## src/ptdt_pkg.sv

```systemverilog
// Shared types and constants for the periodic task delay table.
// Holds the request/response payloads, the slot entry layout and the
// controller-to-datapath command and status groups. No dependencies.
package ptdt_pkg;

  localparam int SLOTS_DEF  = 8;
  localparam int SLOT_OUT_W = 3;

  typedef struct packed {
    logic [15:0] task_id;
    logic [31:0] period_ms;
    logic [31:0] now_ms;
    logic        bypass;
  } ptdt_req_t;

  typedef struct packed {
    logic                  still_waiting;
    logic [SLOT_OUT_W-1:0] slot_used;
  } ptdt_rsp_t;

  typedef struct packed {
    logic [15:0] task_id;
    logic [31:0] period_ms;
    logic [31:0] start_ms;
  } ptdt_slot_t;

  typedef struct packed {
    logic start;
    logic scan;
    logic decide;
    logic commit;
  } ptdt_cmd_t;

  typedef struct packed {
    logic scan_done;
    logic out_free;
  } ptdt_sts_t;

endpackage

```

## src/ptdt_ram.sv

```systemverilog
// Generic single-write, single-read RAM with registered read data.
// Used for the slot table storage. No dependencies.
module ptdt_ram #(
  parameter int WIDTH = 8,
  parameter int DEPTH = 8
) (
  input  logic                                         clk,
  input  logic                                         we,
  input  logic [((DEPTH > 1) ? $clog2(DEPTH) : 1)-1:0] waddr,
  input  logic [WIDTH-1:0]                             wdata,
  input  logic [((DEPTH > 1) ? $clog2(DEPTH) : 1)-1:0] raddr,
  output logic [WIDTH-1:0]                             rdata
);

  logic [WIDTH-1:0] mem [DEPTH];

  always_ff @(posedge clk) begin
    if (we) begin
      mem[waddr] <= wdata;
    end
    rdata <= mem[raddr];
  end

endmodule

```

## src/ptdt_ctrl.sv

```systemverilog
// Sequencer for the periodic task delay table: accept, scan, decide, commit.
// Depends on ptdt_pkg for the command and status groups.
module ptdt_ctrl (
  input  logic                clk,
  input  logic                rst,
  input  logic                req_valid,
  output logic                req_ready,
  input  ptdt_pkg::ptdt_sts_t sts,
  output ptdt_pkg::ptdt_cmd_t cmd
);
  import ptdt_pkg::*;

  typedef enum logic [1:0] {
    ST_IDLE,
    ST_SCAN,
    ST_DECIDE,
    ST_COMMIT
  } state_t;

  state_t state;

  always_ff @(posedge clk) begin
    if (rst) begin
      state     <= ST_IDLE;
      req_ready <= 1'b1;
    end else begin
      case (state)
        ST_IDLE: begin
          if (req_valid && req_ready) begin
            state     <= ST_SCAN;
            req_ready <= 1'b0;
          end
        end
        ST_SCAN: begin
          if (sts.scan_done) begin
            state <= ST_DECIDE;
          end
        end
        ST_DECIDE: begin
          state <= ST_COMMIT;
        end
        ST_COMMIT: begin
          if (sts.out_free) begin
            state     <= ST_IDLE;
            req_ready <= 1'b1;
          end
        end
        default: begin
          state     <= ST_IDLE;
          req_ready <= 1'b1;
        end
      endcase
    end
  end

  always_comb begin
    cmd.start  = (state == ST_IDLE) && req_valid && req_ready;
    cmd.scan   = (state == ST_SCAN);
    cmd.decide = (state == ST_DECIDE);
    cmd.commit = (state == ST_COMMIT) && sts.out_free;
  end

endmodule

```

## src/ptdt_dp.sv

```systemverilog
// Datapath of the periodic task delay table: slot RAM, valid bits, scan
// pipeline, slot selection, elapsed test and the response register.
// Depends on ptdt_pkg and ptdt_ram.
module ptdt_dp #(
  parameter int SLOTS = ptdt_pkg::SLOTS_DEF
) (
  input  logic                clk,
  input  logic                rst,
  input  ptdt_pkg::ptdt_req_t req,
  input  ptdt_pkg::ptdt_cmd_t cmd,
  output ptdt_pkg::ptdt_sts_t sts,
  output ptdt_pkg::ptdt_rsp_t rsp,
  output logic                rsp_valid,
  input  logic                rsp_ready
);
  import ptdt_pkg::*;

  localparam int               IDX_W    = (SLOTS > 1) ? $clog2(SLOTS) : 1;
  localparam logic [IDX_W-1:0] LAST_IDX = IDX_W'(SLOTS - 1);
  localparam int               ENT_W    = $bits(ptdt_slot_t);

  ptdt_req_t        cur;
  logic [IDX_W-1:0] rd_addr;
  logic [IDX_W-1:0] chk_idx;
  logic             rd_end;
  logic             chk_vld;
  logic [SLOTS-1:0] slot_vld;
  logic             match_found;
  logic             free_found;
  logic [IDX_W-1:0] match_idx;
  logic [IDX_W-1:0] free_idx;
  ptdt_slot_t       match_ent;
  ptdt_slot_t       slot0_ent;

  logic [IDX_W-1:0] sel_idx;
  logic [15:0]      sel_task;
  logic [31:0]      sel_period;
  logic             sel_wait;
  logic             sel_wr;

  logic [ENT_W-1:0] ram_q;
  ptdt_slot_t       chk_ent;
  ptdt_slot_t       wr_ent;

  logic [IDX_W-1:0] dec_idx;
  ptdt_slot_t       dec_ent;
  logic             dec_claim;
  logic [31:0]      elapsed;
  logic             dec_wait;
  logic             dec_wr;

  // Never-written slots read as the cleared entry.
  assign chk_ent = slot_vld[chk_idx] ? ptdt_slot_t'(ram_q) : '0;

  assign wr_ent.task_id   = sel_task;
  assign wr_ent.period_ms = sel_period;
  assign wr_ent.start_ms  = cur.now_ms;

  ptdt_ram #(
    .WIDTH (ENT_W),
    .DEPTH (SLOTS)
  ) u_ram (
    .clk   (clk),
    .we    (cmd.commit && sel_wr),
    .waddr (sel_idx),
    .wdata (wr_ent),
    .raddr (rd_addr),
    .rdata (ram_q)
  );

  // Scan: issue one read per cycle, check the entry read the cycle before.
  always_ff @(posedge clk) begin
    if (rst) begin
      rd_end      <= 1'b0;
      chk_vld     <= 1'b0;
      match_found <= 1'b0;
      free_found  <= 1'b0;
    end else if (cmd.start) begin
      rd_end      <= 1'b0;
      chk_vld     <= 1'b0;
      match_found <= 1'b0;
      free_found  <= 1'b0;
    end else begin
      if (cmd.scan) begin
        rd_end  <= rd_end | (rd_addr == LAST_IDX);
        chk_vld <= !rd_end;
      end else begin
        chk_vld <= 1'b0;
      end
      if (chk_vld) begin
        if (!match_found && chk_ent.task_id == cur.task_id &&
            chk_ent.period_ms == cur.period_ms) begin
          match_found <= 1'b1;
        end
        if (!free_found && chk_ent.task_id == 16'd0) begin
          free_found <= 1'b1;
        end
      end
    end
  end

  always_ff @(posedge clk) begin
    if (cmd.start) begin
      cur     <= req;
      rd_addr <= '0;
    end else if (cmd.scan && rd_addr != LAST_IDX) begin
      rd_addr <= rd_addr + 1'b1;
    end
    if (cmd.scan) begin
      chk_idx <= rd_addr;
    end
    if (chk_vld) begin
      if (!match_found && chk_ent.task_id == cur.task_id &&
          chk_ent.period_ms == cur.period_ms) begin
        match_idx <= chk_idx;
        match_ent <= chk_ent;
      end
      if (!free_found && chk_ent.task_id == 16'd0) begin
        free_idx <= chk_idx;
      end
      if (chk_idx == '0) begin
        slot0_ent <= chk_ent;
      end
    end
  end

  // Slot choice: match, else slot 0 on bypass, else a free slot, else slot 0.
  always_comb begin
    dec_claim = 1'b0;
    if (match_found) begin
      dec_idx = match_idx;
      dec_ent = match_ent;
    end else if (cur.bypass || !free_found) begin
      dec_idx = '0;
      dec_ent = slot0_ent;
    end else begin
      dec_idx           = free_idx;
      dec_ent.task_id   = cur.task_id;
      dec_ent.period_ms = cur.period_ms;
      dec_ent.start_ms  = cur.now_ms;
      dec_claim         = 1'b1;
    end
    elapsed  = cur.now_ms - dec_ent.start_ms;
    dec_wait = !cur.bypass && (elapsed < dec_ent.period_ms);
    dec_wr   = cur.bypass || dec_claim || !dec_wait;
  end

  always_ff @(posedge clk) begin
    if (cmd.decide) begin
      sel_idx    <= dec_idx;
      sel_task   <= dec_ent.task_id;
      sel_period <= dec_ent.period_ms;
      sel_wait   <= dec_wait;
      sel_wr     <= dec_wr;
    end
    if (cmd.commit) begin
      rsp.still_waiting <= sel_wait;
      rsp.slot_used     <= SLOT_OUT_W'(sel_idx);
    end
  end

  always_ff @(posedge clk) begin
    if (rst) begin
      slot_vld  <= '0;
      rsp_valid <= 1'b0;
    end else begin
      if (cmd.commit && sel_wr) begin
        slot_vld[sel_idx] <= 1'b1;
      end
      if (cmd.commit) begin
        rsp_valid <= 1'b1;
      end else if (rsp_ready) begin
        rsp_valid <= 1'b0;
      end
    end
  end

  assign sts.scan_done = match_found || (rd_end && !chk_vld);
  assign sts.out_free  = !rsp_valid || rsp_ready;

endmodule

```

## src/periodic_task_delay_table.sv

```systemverilog
// Top level of the periodic task delay table.
// Depends on ptdt_pkg, ptdt_ctrl, ptdt_dp (and through it ptdt_ram).
//
// Usage:
//   Request channel (req_valid/req_ready, payload req): a task id, a period,
//   the current millisecond tick and a bypass flag. A request transfers when
//   req_valid and req_ready are both high at a rising clock edge.
//   Response channel (rsp_valid/rsp_ready, payload rsp): one response per
//   request, still_waiting plus the index of the serving slot.
//   The slot table lives in a RAM with registered read and is walked one
//   slot per cycle; a match ends the walk early. One request is in flight
//   at a time: req_ready returns the cycle after the commit, so the next
//   request is not taken before the previous one commits. The slot walk
//   sets the throughput.
//   The response sits in an output register: when the receiver stalls, the
//   next request is still taken and scanned, and only its commit step holds
//   until the waiting response transfers.
//   Reset (rst, synchronous) clears the controller, the response valid flag
//   and one valid flop per slot; an invalid slot reads as free (all zero),
//   so no clearing pass over the RAM is needed and requests are taken in the
//   first cycle after reset.
module periodic_task_delay_table #(
  parameter int SLOTS = ptdt_pkg::SLOTS_DEF
) (
  input  logic                clk,
  input  logic                rst,
  input  logic                req_valid,
  output logic                req_ready,
  input  ptdt_pkg::ptdt_req_t req,
  output logic                rsp_valid,
  input  logic                rsp_ready,
  output ptdt_pkg::ptdt_rsp_t rsp
);
  import ptdt_pkg::*;

  ptdt_cmd_t cmd;
  ptdt_sts_t sts;

  // Sequence each request: take it, walk the slots, pick a slot, commit.
  ptdt_ctrl u_ctrl (
    .clk       (clk),
    .rst       (rst),
    .req_valid (req_valid),
    .req_ready (req_ready),
    .sts       (sts),
    .cmd       (cmd)
  );

  // Hold the table, evaluate the chosen slot and drive the response.
  ptdt_dp #(
    .SLOTS (SLOTS)
  ) u_dp (
    .clk       (clk),
    .rst       (rst),
    .req       (req),
    .cmd       (cmd),
    .sts       (sts),
    .rsp       (rsp),
    .rsp_valid (rsp_valid),
    .rsp_ready (rsp_ready)
  );

endmodule

```

## config.mk

```make
export PLATFORM = sky130hd
export DESIGN_NAME = periodic_task_delay_table
export DESIGN_NICKNAME = d
export VERILOG_FILES = /design/src/ptdt_pkg.sv /design/src/ptdt_ram.sv /design/src/ptdt_ctrl.sv /design/src/ptdt_dp.sv /design/src/periodic_task_delay_table.sv
export SDC_FILE = /design/constraint.sdc
export NUM_CORES = 1
export LEC_CHECK = 0
export ABC_AREA = 1
export BUFFER_PORTS_ARGS = -buffer_cell sky130_fd_sc_hd__buf_2
export CORE_ASPECT_RATIO = 1.75
export CORE_MARGIN = 4
export CORE_UTILIZATION = 30
export DETAILED_ROUTE_END_ITERATION = 12
export PLACE_DENSITY_LB_ADDON = 0.1
export SETUP_SLACK_MARGIN = 0.4
export SLEW_MARGIN = 20
export SYNTH_ARGS = -nofsm -noshare
export SYNTH_HDL_FRONTEND = slang
export SYNTH_SLANG_ARGS = --single-unit
```

## constraint.sdc

```tcl
create_clock -name clk -period 10.7 [get_ports clk]
set_input_delay 3.21 -clock clk [delete_from_list [all_inputs] [get_ports clk]]
set_output_delay 3.21 -clock clk [all_outputs]
set_load 0.1 [all_outputs]
```

==> impl_results.md, run 1 <==
* Outcome: finished clean
* Worst-Margin Slew at 1.12 ns
* Clock tree sinks at 1046
* Die Ht at 503 microns
* Hold_buf cts at 0
* DRC at 0
* Comb power frac at 25.3%
* Slowest stage delay, CP at 0.79 ns
* Synth top area share at 67.6%
* Die ar. at 0.147 sq mm
* Worst flop-to-flop path endpoint: u_dp.sel_wait
* H-tree lvl count at 3
* Switch Pwr at 4.29 mW
* Final wirelength at 126 mm
* Clock transition at path regs at 0.06 ns
* Wire length of the first global-routing pass at 183 mm
* Hold Path Class: reg -> reg
* Asr flop ratio synth at 0%
* WP data arrival at 5.80 ns
* CP max stage cell: buf_4
* Placed instance count at 5300
* Num CTS Buffers at 104
* DRT iter0 DRCs at 1585
* 1st-pass router iterations at 5
* Crit path capture type: flop
* Initial antenna violation count at 5
* Most common cell in the synthesized netlist: edfxtp_1
* Total congestion overflow at 0
* Final Hold Viols at 0
* Max Fanout on Critical Path at 43
* Vias in the first global route at 26700
* IO Pins at 91
* Power share of the clock group at 30.0%
* Final setup TNS at 0 ns
* Stages on the worst setup path at 11
* Slew margin rel. at 24.5%
* Worst path top cell family by delay: buffers and inverters
* DR WL/cell at 22.9 microns
* CTS Root Cell: clkbuf_16
* CP Launch Type: input pin
* Die span in x at 291 microns
* Setup crit end: u_dp.u_ram.mem[2][30]
* Yosys warnings at 0
* CP bufs+invs at 6
* Largest cells by area after synthesis: edfxtp_1 68%, nor2_1 6.4%, o21ai_0 4.9%
* Core Region at 0.139 sq mm
* Synth Net Count at 3660
* Post-Synthesis Cells at 3506
* Final setup violation count at 0
* WS Path Type: in -> reg
* Synth-to-layout area growth at 14.4%
* Sequential fraction of the synthesis area at 72.3%
* Avg Inst Size Synth at 12.0 sq um
* Largest net degree at the start of global routing at 161
* Post-DP HPWL at 77.0 mm
* Non-Filler Instances at 5498
* Max-cap viol count at 0
* Longest Clk Path Bufs at 3
* P per Cell Area at 258 mW/mm^2
* Dominant synthesized flop cell: edfxtp_1
* Period minus WS final at 5.50 ns
* Post-synthesis cell area at 0.0421 sq mm
* Global placement routability congestion at 0.786
* Via count at 26300
* Final #Nets at 3730
* Num rows at 181
* Net Sw Frac at 34.6%
* Buffer count from post-CTS setup fixing at 0
* Latest clock arrival within the worst-skew pair at 0.72 ns
* Worst setup startpoint: rsp_ready
* Crit-path cells: buf_2 > inv_1 > nand2_1 > nand2_1 > inv_1 > nand2_1 > nor2_1 > inv_1 > nor2_4 > buf_4 > buf_4
* Worst r2r path cells at 17
* R2R setup slack at 5.42 ns
* EDFF count, synth at 947
* Sequential Power Share at 44.7%
* RSZ-0062 raised after global routing: no
* Number of port buffers at 90
* Max-slew violations at 0
* Synth unique cells at 43
* Cell taking the most area after synthesis: edfxtp_1
* TritonCTS clock tree: yes
* GRT Overall Usage at 16.9%
* Vias per std cell at 4.79
* Required time of the worst setup path at 11.00 ns
* Final Skew at 0.0475 ns
* Worst Hold Depth at 2
* Top cells by count, synth: 947 x edfxtp_1, 718 x nor2_1, 414 x o21ai_0, 339 x nand2_1, 245 x inv_1
* Fmax at 182 MHz
* Max VDD drop at 0.000173 V
* Post-CTS Resized at 0
* Leak pwr at 17.1 nW
* Period utilization at 51.4%
* Reg2reg start: u_dp.cur[0]
* Antenna-violating nets left at 0
* Initial cell density of the core at 30.2%
* Layout cell share with drive strength beyond 1 at 9.00%
* #FFs+latches synth at 1046
* Internal power at 8.12 mW
## area by class of cell
cell class / count / area [sq um]
Inverter: 249 / 965
Clock buffer: 147 / 2960
Timing Repair Buffer: 140 / 913
Multi-Input combinational cell: 2035 / 10100
Antenna cell: 1 / 2.50
Tap cell: 1830 / 2290
Sequential cell: 1046 / 30400
Fill cell: 13700 / 91100
Clock inverter: 50 / 504
## how the worst min path moves through the flow
stage,end,slack [ns],start
floorplan,u_dp.rsp[3],0.40,u_dp.sel_wait
global placement,u_dp.slot_vld[2],0.45,u_dp.slot_vld[2]
detailed placement,u_dp.slot_vld[7],0.46,u_dp.slot_vld[7]
CTS,u_dp.slot_vld[7],0.48,u_dp.slot_vld[7]
global route,u_dp.slot_vld[4],0.49,u_dp.slot_vld[4]
finish,u_dp.slot_vld[2],0.47,u_dp.slot_vld[2]
## metrics by stage
stage               setup slack [ns]  util (%)  area (sq um)  total power [mW]  hold WS [ns]
CTS                             5.14      34.6         48100              12.7         0.476
finish                          5.20      34.6         48100              12.4         0.472
global route                    4.81      34.6         48100              13.1         0.492
global placement                4.35      32.1         44700              8.88         0.452
detailed placement              4.38      32.1         44700              8.88         0.461
floorplan                      0.852         -         42100              7.51         0.400
## logic make-up (layout without fill, tap and decap cells)
kind of cell	Yosys count	count (layout)	synth area share, %
simple gates	1218	1218	11.6
flops	1046	1046	72.3
compound gates	714	714	9.38
buf+inv	425	586	3.94
fa+ha+maj	69	69	2.07
xor+xnor	34	34	0.708
other cells	0	1	0
## cell usage in the layout, fill, tap and decap left out, types with 4 or more instances in the layout
cell type | synthesis | layout
edfxtp_1 | 947 | 947
nor2_1 | 718 | 711
o21ai_0 | 414 | 413
nand2_1 | 339 | 338
inv_1 | 245 | 241
clkbuf_16 | 0 | 106
a31oi_1 | 102 | 102
dfxtp_1 | 99 | 97
nand3_1 | 93 | 93
buf_2 | 15 | 90
o22ai_1 | 80 | 80
ha_1 | 68 | 67
a21oi_1 | 53 | 53
buf_4 | 5 | 43
nand4_1 | 39 | 39
o211ai_1 | 36 | 36
xor2_1 | 27 | 27
clkbuf_1 | 139 | 26
clkinv_2 | 0 | 19
clkbuf_8 | 0 | 15
clkinv_1 | 0 | 14
nor2_4 | 4 | 11
o21ai_1 | 8 | 9
bufinv_16 | 0 | 8
xnor2_1 | 7 | 7
buf_12 | 0 | 7
nor4_1 | 7 | 6
nor3_1 | 8 | 6
o21bai_1 | 4 | 4
or2_2 | 4 | 4
a211oi_1 | 4 | 4
## state kept, by name (all words and copies together) (netlist names), 2 cells and up
register          count
u_dp.cur             81
u_dp.slot_vld         8
u_dp.sel_period      32
u_dp.u_ram.mem      640
u_dp.chk_idx          3
u_dp.sel_idx          3
u_dp.free_idx         3
u_ctrl.state          2
u_dp.rd_addr          3
u_dp.slot0_ent       80
u_dp.u_ram.rdata     80
u_dp.sel_task        16
u_dp.match_ent       80
u_dp.match_idx        3
u_dp.rsp              4
## per-layer routing
layer | wire length [microns] | global-route usage (%) | part of all wire, %
met1 | 50700 | 19.5 | 40
met2 | 68700 | 32.6 | 54
met3 | 3730 | 1.92 | 3.0
met4 | 2980 | 4.81 | 2.4
met5 | 0 | 0 | 0
## power groups by stage
| stage | combinational [mW] | sequential [mW] | clock (mW) |
|---|---|---|---|
| floorplan | 2.07 | 5.44 | 0 |
| global placement | 3.23 | 5.65 | 0 |
| detailed placement | 3.24 | 5.64 | 0 |
| CTS | 3.24 | 5.56 | 3.85 |
| global route | 3.53 | 5.60 | 4.02 |
| finish | 3.14 | 5.54 | 3.73 |
## worst reg2reg max path, stage by stage, from the launching register on
cell and delay, ns:
edfxtp_1 0.53, nor2_4 0.80, nand2_1 0.12, nand3_1 0.10, o21ai_0 0.10, ha_1 0.44, nand2_1 0.18, nor4_1 0.56
a21oi_1 0.25, o21bai_1 0.31, nand3_1 0.12, nand2_1 0.09, xnor2_1 0.06, ha_1 0.32, nand2_1 0.06, or4_1 0.49
nor4_1 0.25, a21boi_0 0.19
Power figures use the tool's default switching activity.
==> run 2: changes to the inputs <==
==> constraint.sdc (replaced) <==
create_clock -name clk -period 5.6 [get_ports clk]
set_input_delay 1.68 -clock clk [delete_from_list [all_inputs] [get_ports clk]]
set_output_delay 1.68 -clock clk [all_outputs]
set_load 0.1 [all_outputs]
==> impl_results.md, run 2 (synthesis results as in run 1) <==
* Crit path capture type: flop (unchanged)
* Worst path top cell family by delay: simple AND/OR/NAND/NOR gates (was buffers and inverters)
* Fill count at 13800 (was 13700)
* Largest registers: u_dp.u_ram.mem x640, u_dp.cur x81 (unchanged)
* Clock transition at path regs at 0.06 ns (about the same)
* Power share of the clock group at 30.1% (was 30.0%)
* Vias per std cell at 4.78 (was 4.79)
* Final wirelength at 120 mm (was 126 mm)
* TritonCTS clock tree: yes (unchanged)
* 1st-pass router iterations at 5 (unchanged)
* Period utilization at 81.1%
* Final setup TNS at 0 ns (unchanged)
* Sequential Area at 0.0304 sq mm (unchanged)
* Critical Path Most Common Cell: nand2_1
* Latest clock arrival within the worst-skew pair at 0.72 ns (about the same)
* Core Region at 0.139 sq mm (unchanged)
* CTS Root Cell: clkbuf_16 (unchanged)
* Largest net degree at the start of global routing at 126 (was 161)
* Initial cell density of the core at 30.2% (unchanged)
* Post-DP HPWL at 72.9 mm (was 77.0 mm)
* Internal power at 15.5 mW (was 8.12 mW)
* Via count at 26400 (was 26300)
* GRT Overall Usage at 16.1% (was 16.9%)
* Final Skew at 0.0289 ns (was 0.0475 ns)
* Max VDD drop at 0.000284 V (was 0.000173 V)
* Hold_buf cts at 0 (unchanged)
* Longest Clk Path Bufs at 3 (unchanged)
* Slew margin rel. at 32.6% (was 24.5%)
* IO Pins at 91 (unchanged)
* Crit-path cells: nor2_4 > buf_6 > nand2_1 > nand3_1 > o21ai_0 > ha_1 > a21oi_1 > o21ai_0 > a21oi_1 > nand2_1 > a21oi_1 > o21ai_0 > inv_1 > o21ai_0 > nand2_1 > nand2_1 > ha_1 > nand2_1 > or4_1 > nor4_1 > a21boi_0 (was buf_2 > inv_1 > nand2_1 > nand2_1 > inv_1 > nand2_1 > nor2_1 > inv_1 > nor2_4 > buf_4 > buf_4)
* WP data arrival at 4.96 ns (was 5.80 ns)
* Final instance area at 0.0484 sq mm (was 0.0481 sq mm)
* WS Path Type: reg -> reg (was in -> reg)
* Max Fanout on Critical Path at 26 (was 43)
* Net Sw Frac at 33.8% (was 34.6%)
* Vias in the first global route at 27100 (was 26700)
* Util after Layout at 34.8% (was 34.6%)
* Global placement routability congestion at 0.807 (was 0.786)
* DR WL/cell at 21.7 microns (was 22.9 microns)
* Num CTS Buffers at 103 (was 104)
* Antenna-violating nets left at 0 (unchanged)
* Commonest non-fill, non-tap cell in the layout: edfxtp_1 (unchanged)
* DRT iter0 DRCs at 1380 (was 1585)
* Number of port buffers at 90 (unchanged)
* DRC at 0 (unchanged)
* Multi-input logic area at 0.0101 sq mm (about the same)
* Final #Nets at 3747 (was 3730)
* Initial antenna violation count at 1 (was 5)
* CP Launch Type: flop (was input pin)
* Clock tree sinks at 1046 (unchanged)
* Num rows at 181 (unchanged)
* Commonest cells after routing, fill and taps aside: 947 x edfxtp_1, 711 x nor2_1, 413 x o21ai_0 (unchanged)
* Max-cap viol count at 0 (unchanged)
* Layout cell share with drive strength beyond 1 at 9.50% (was 9.00%)
* Biggest register: u_dp.u_ram.mem (unchanged)
* Sequential Power Share at 45.1% (was 44.7%)
* Die span in x at 291 microns (unchanged)
* Max-slew violations at 0 (unchanged)
* Slowest stage delay, CP at 0.54 ns (was 0.79 ns)
* CP bufs+invs at 2 (was 6)
* Wire length of the first global-routing pass at 178 mm (was 183 mm)
* Final Hold Viols at 0 (unchanged)
* Max FFs per register at 640 (unchanged)
* Comb power frac at 24.9% (was 25.3%)
* Total congestion overflow at 0 (unchanged)
* RSZ-0062 raised after global routing: no (unchanged)
* Post-DP Area at 0.0449 sq mm (was 0.0447 sq mm)
* Required time of the worst setup path at 6.02 ns (was 11.00 ns)
* Period minus WS final at 4.54 ns
* Worst-Margin Slew at 1.00 ns (was 1.12 ns)
* Switch Pwr at 7.93 mW (was 4.29 mW)
* Fmax at 220 MHz
* H-tree lvl count at 3 (unchanged)
* Hold Path Class: reg -> reg (unchanged)
* Final setup violation count at 0 (unchanged)
* Synth-to-layout area growth at 15.1% (was 14.4%)
* CP max stage cell: or4_1 (was buf_4)
* Die Ht at 503 microns (unchanged)
* Leak pwr at 17.2 nW (was 17.1 nW)
* P per Cell Area at 485 mW/mm^2 (was 258 mW/mm^2)
* Outcome: finished clean (unchanged)
* Die ar. at 0.147 sq mm (unchanged)
[run 2: worst paths after layout]
kind	from	to	slack, ns	cells past startpoint
setup reg to reg	u_dp.cur[0]	u_dp.sel_wait	1.06	21
setup / recovery	u_dp.cur[0]	u_dp.sel_wait	1.06	21
hold / removal	u_dp.slot_vld[0]	u_dp.slot_vld[0]	0.47	2
hold reg to reg	u_dp.slot_vld[0]	u_dp.slot_vld[0]	0.47	2
[run 2: worst reg2reg max path, cell delays in order, from the launching register on]
cell      delay (ns)
edfxtp_1        0.51
nor2_4          0.23
buf_6           0.25
nand2_1         0.09
nand3_1         0.07
o21ai_0         0.09
ha_1            0.38
a21oi_1         0.25
o21ai_0         0.12
a21oi_1         0.13
nand2_1         0.16
a21oi_1         0.30
o21ai_0         0.19
inv_1           0.10
o21ai_0         0.07
nand2_1         0.08
nand2_1         0.06
ha_1            0.27
nand2_1         0.05
or4_1           0.54
nor4_1          0.18
a21boi_0        0.16
[run 2: area by class of cell]
cell class,count,share of cell area (%)
antenna,1,0.00517
sequential,1046,62.8
clock inverter,44,0.816
timing repair buffer,158,2.46
inverter,249,1.99
clock buffer,151,6.29
tap,1830,4.73
multi-input combinational,2035,20.9
[run 2: what timing repair did]
action                     4_1_cts  5_1_grt
setup buffers                    0        4
setup endpoints to repair        0        2
gates resized for setup          0        3
[run 2: power groups by stage]
stage                     clock [mW]  sequential (mW)  combinational (mW)
final                           7.06             10.6                5.84
after global routing            7.58             10.7                6.62
after CTS                       7.29             10.6                6.04
after detailed placement           0             10.8                6.02
after global placement             0             10.8                6.01
after floorplan                    0             10.4                3.96
[run 2: metrics by stage]
stage | hold WS (ns) | setup slack (ns) | instances | total power [mW]
floorplan | 0.400 | -0.531 | 3506 | 14.4
global placement | 0.450 | 0.812 | 5314 | 16.8
detailed placement | 0.460 | 0.838 | 5314 | 16.8
CTS | 0.474 | 0.822 | 5509 | 23.9
global route | 0.494 | 0.479 | 5514 | 24.9
finish | 0.469 | 1.06 | 5514 | 23.5
[run 2: per-layer routing]
metal | track usage [%] | vias up | routed length (microns) | part of all wire [%]
met2 | 31.9 | 347 | 66500 | 56
li1 | - | 12600 | - | -
met3 | 1.94 | 130 | 3290 | 2.7
met4 | 4.28 | 0 | 2480 | 2.1
met5 | 0 | - | 0 | 0
met1 | 18.2 | 13300 | 47500 | 40
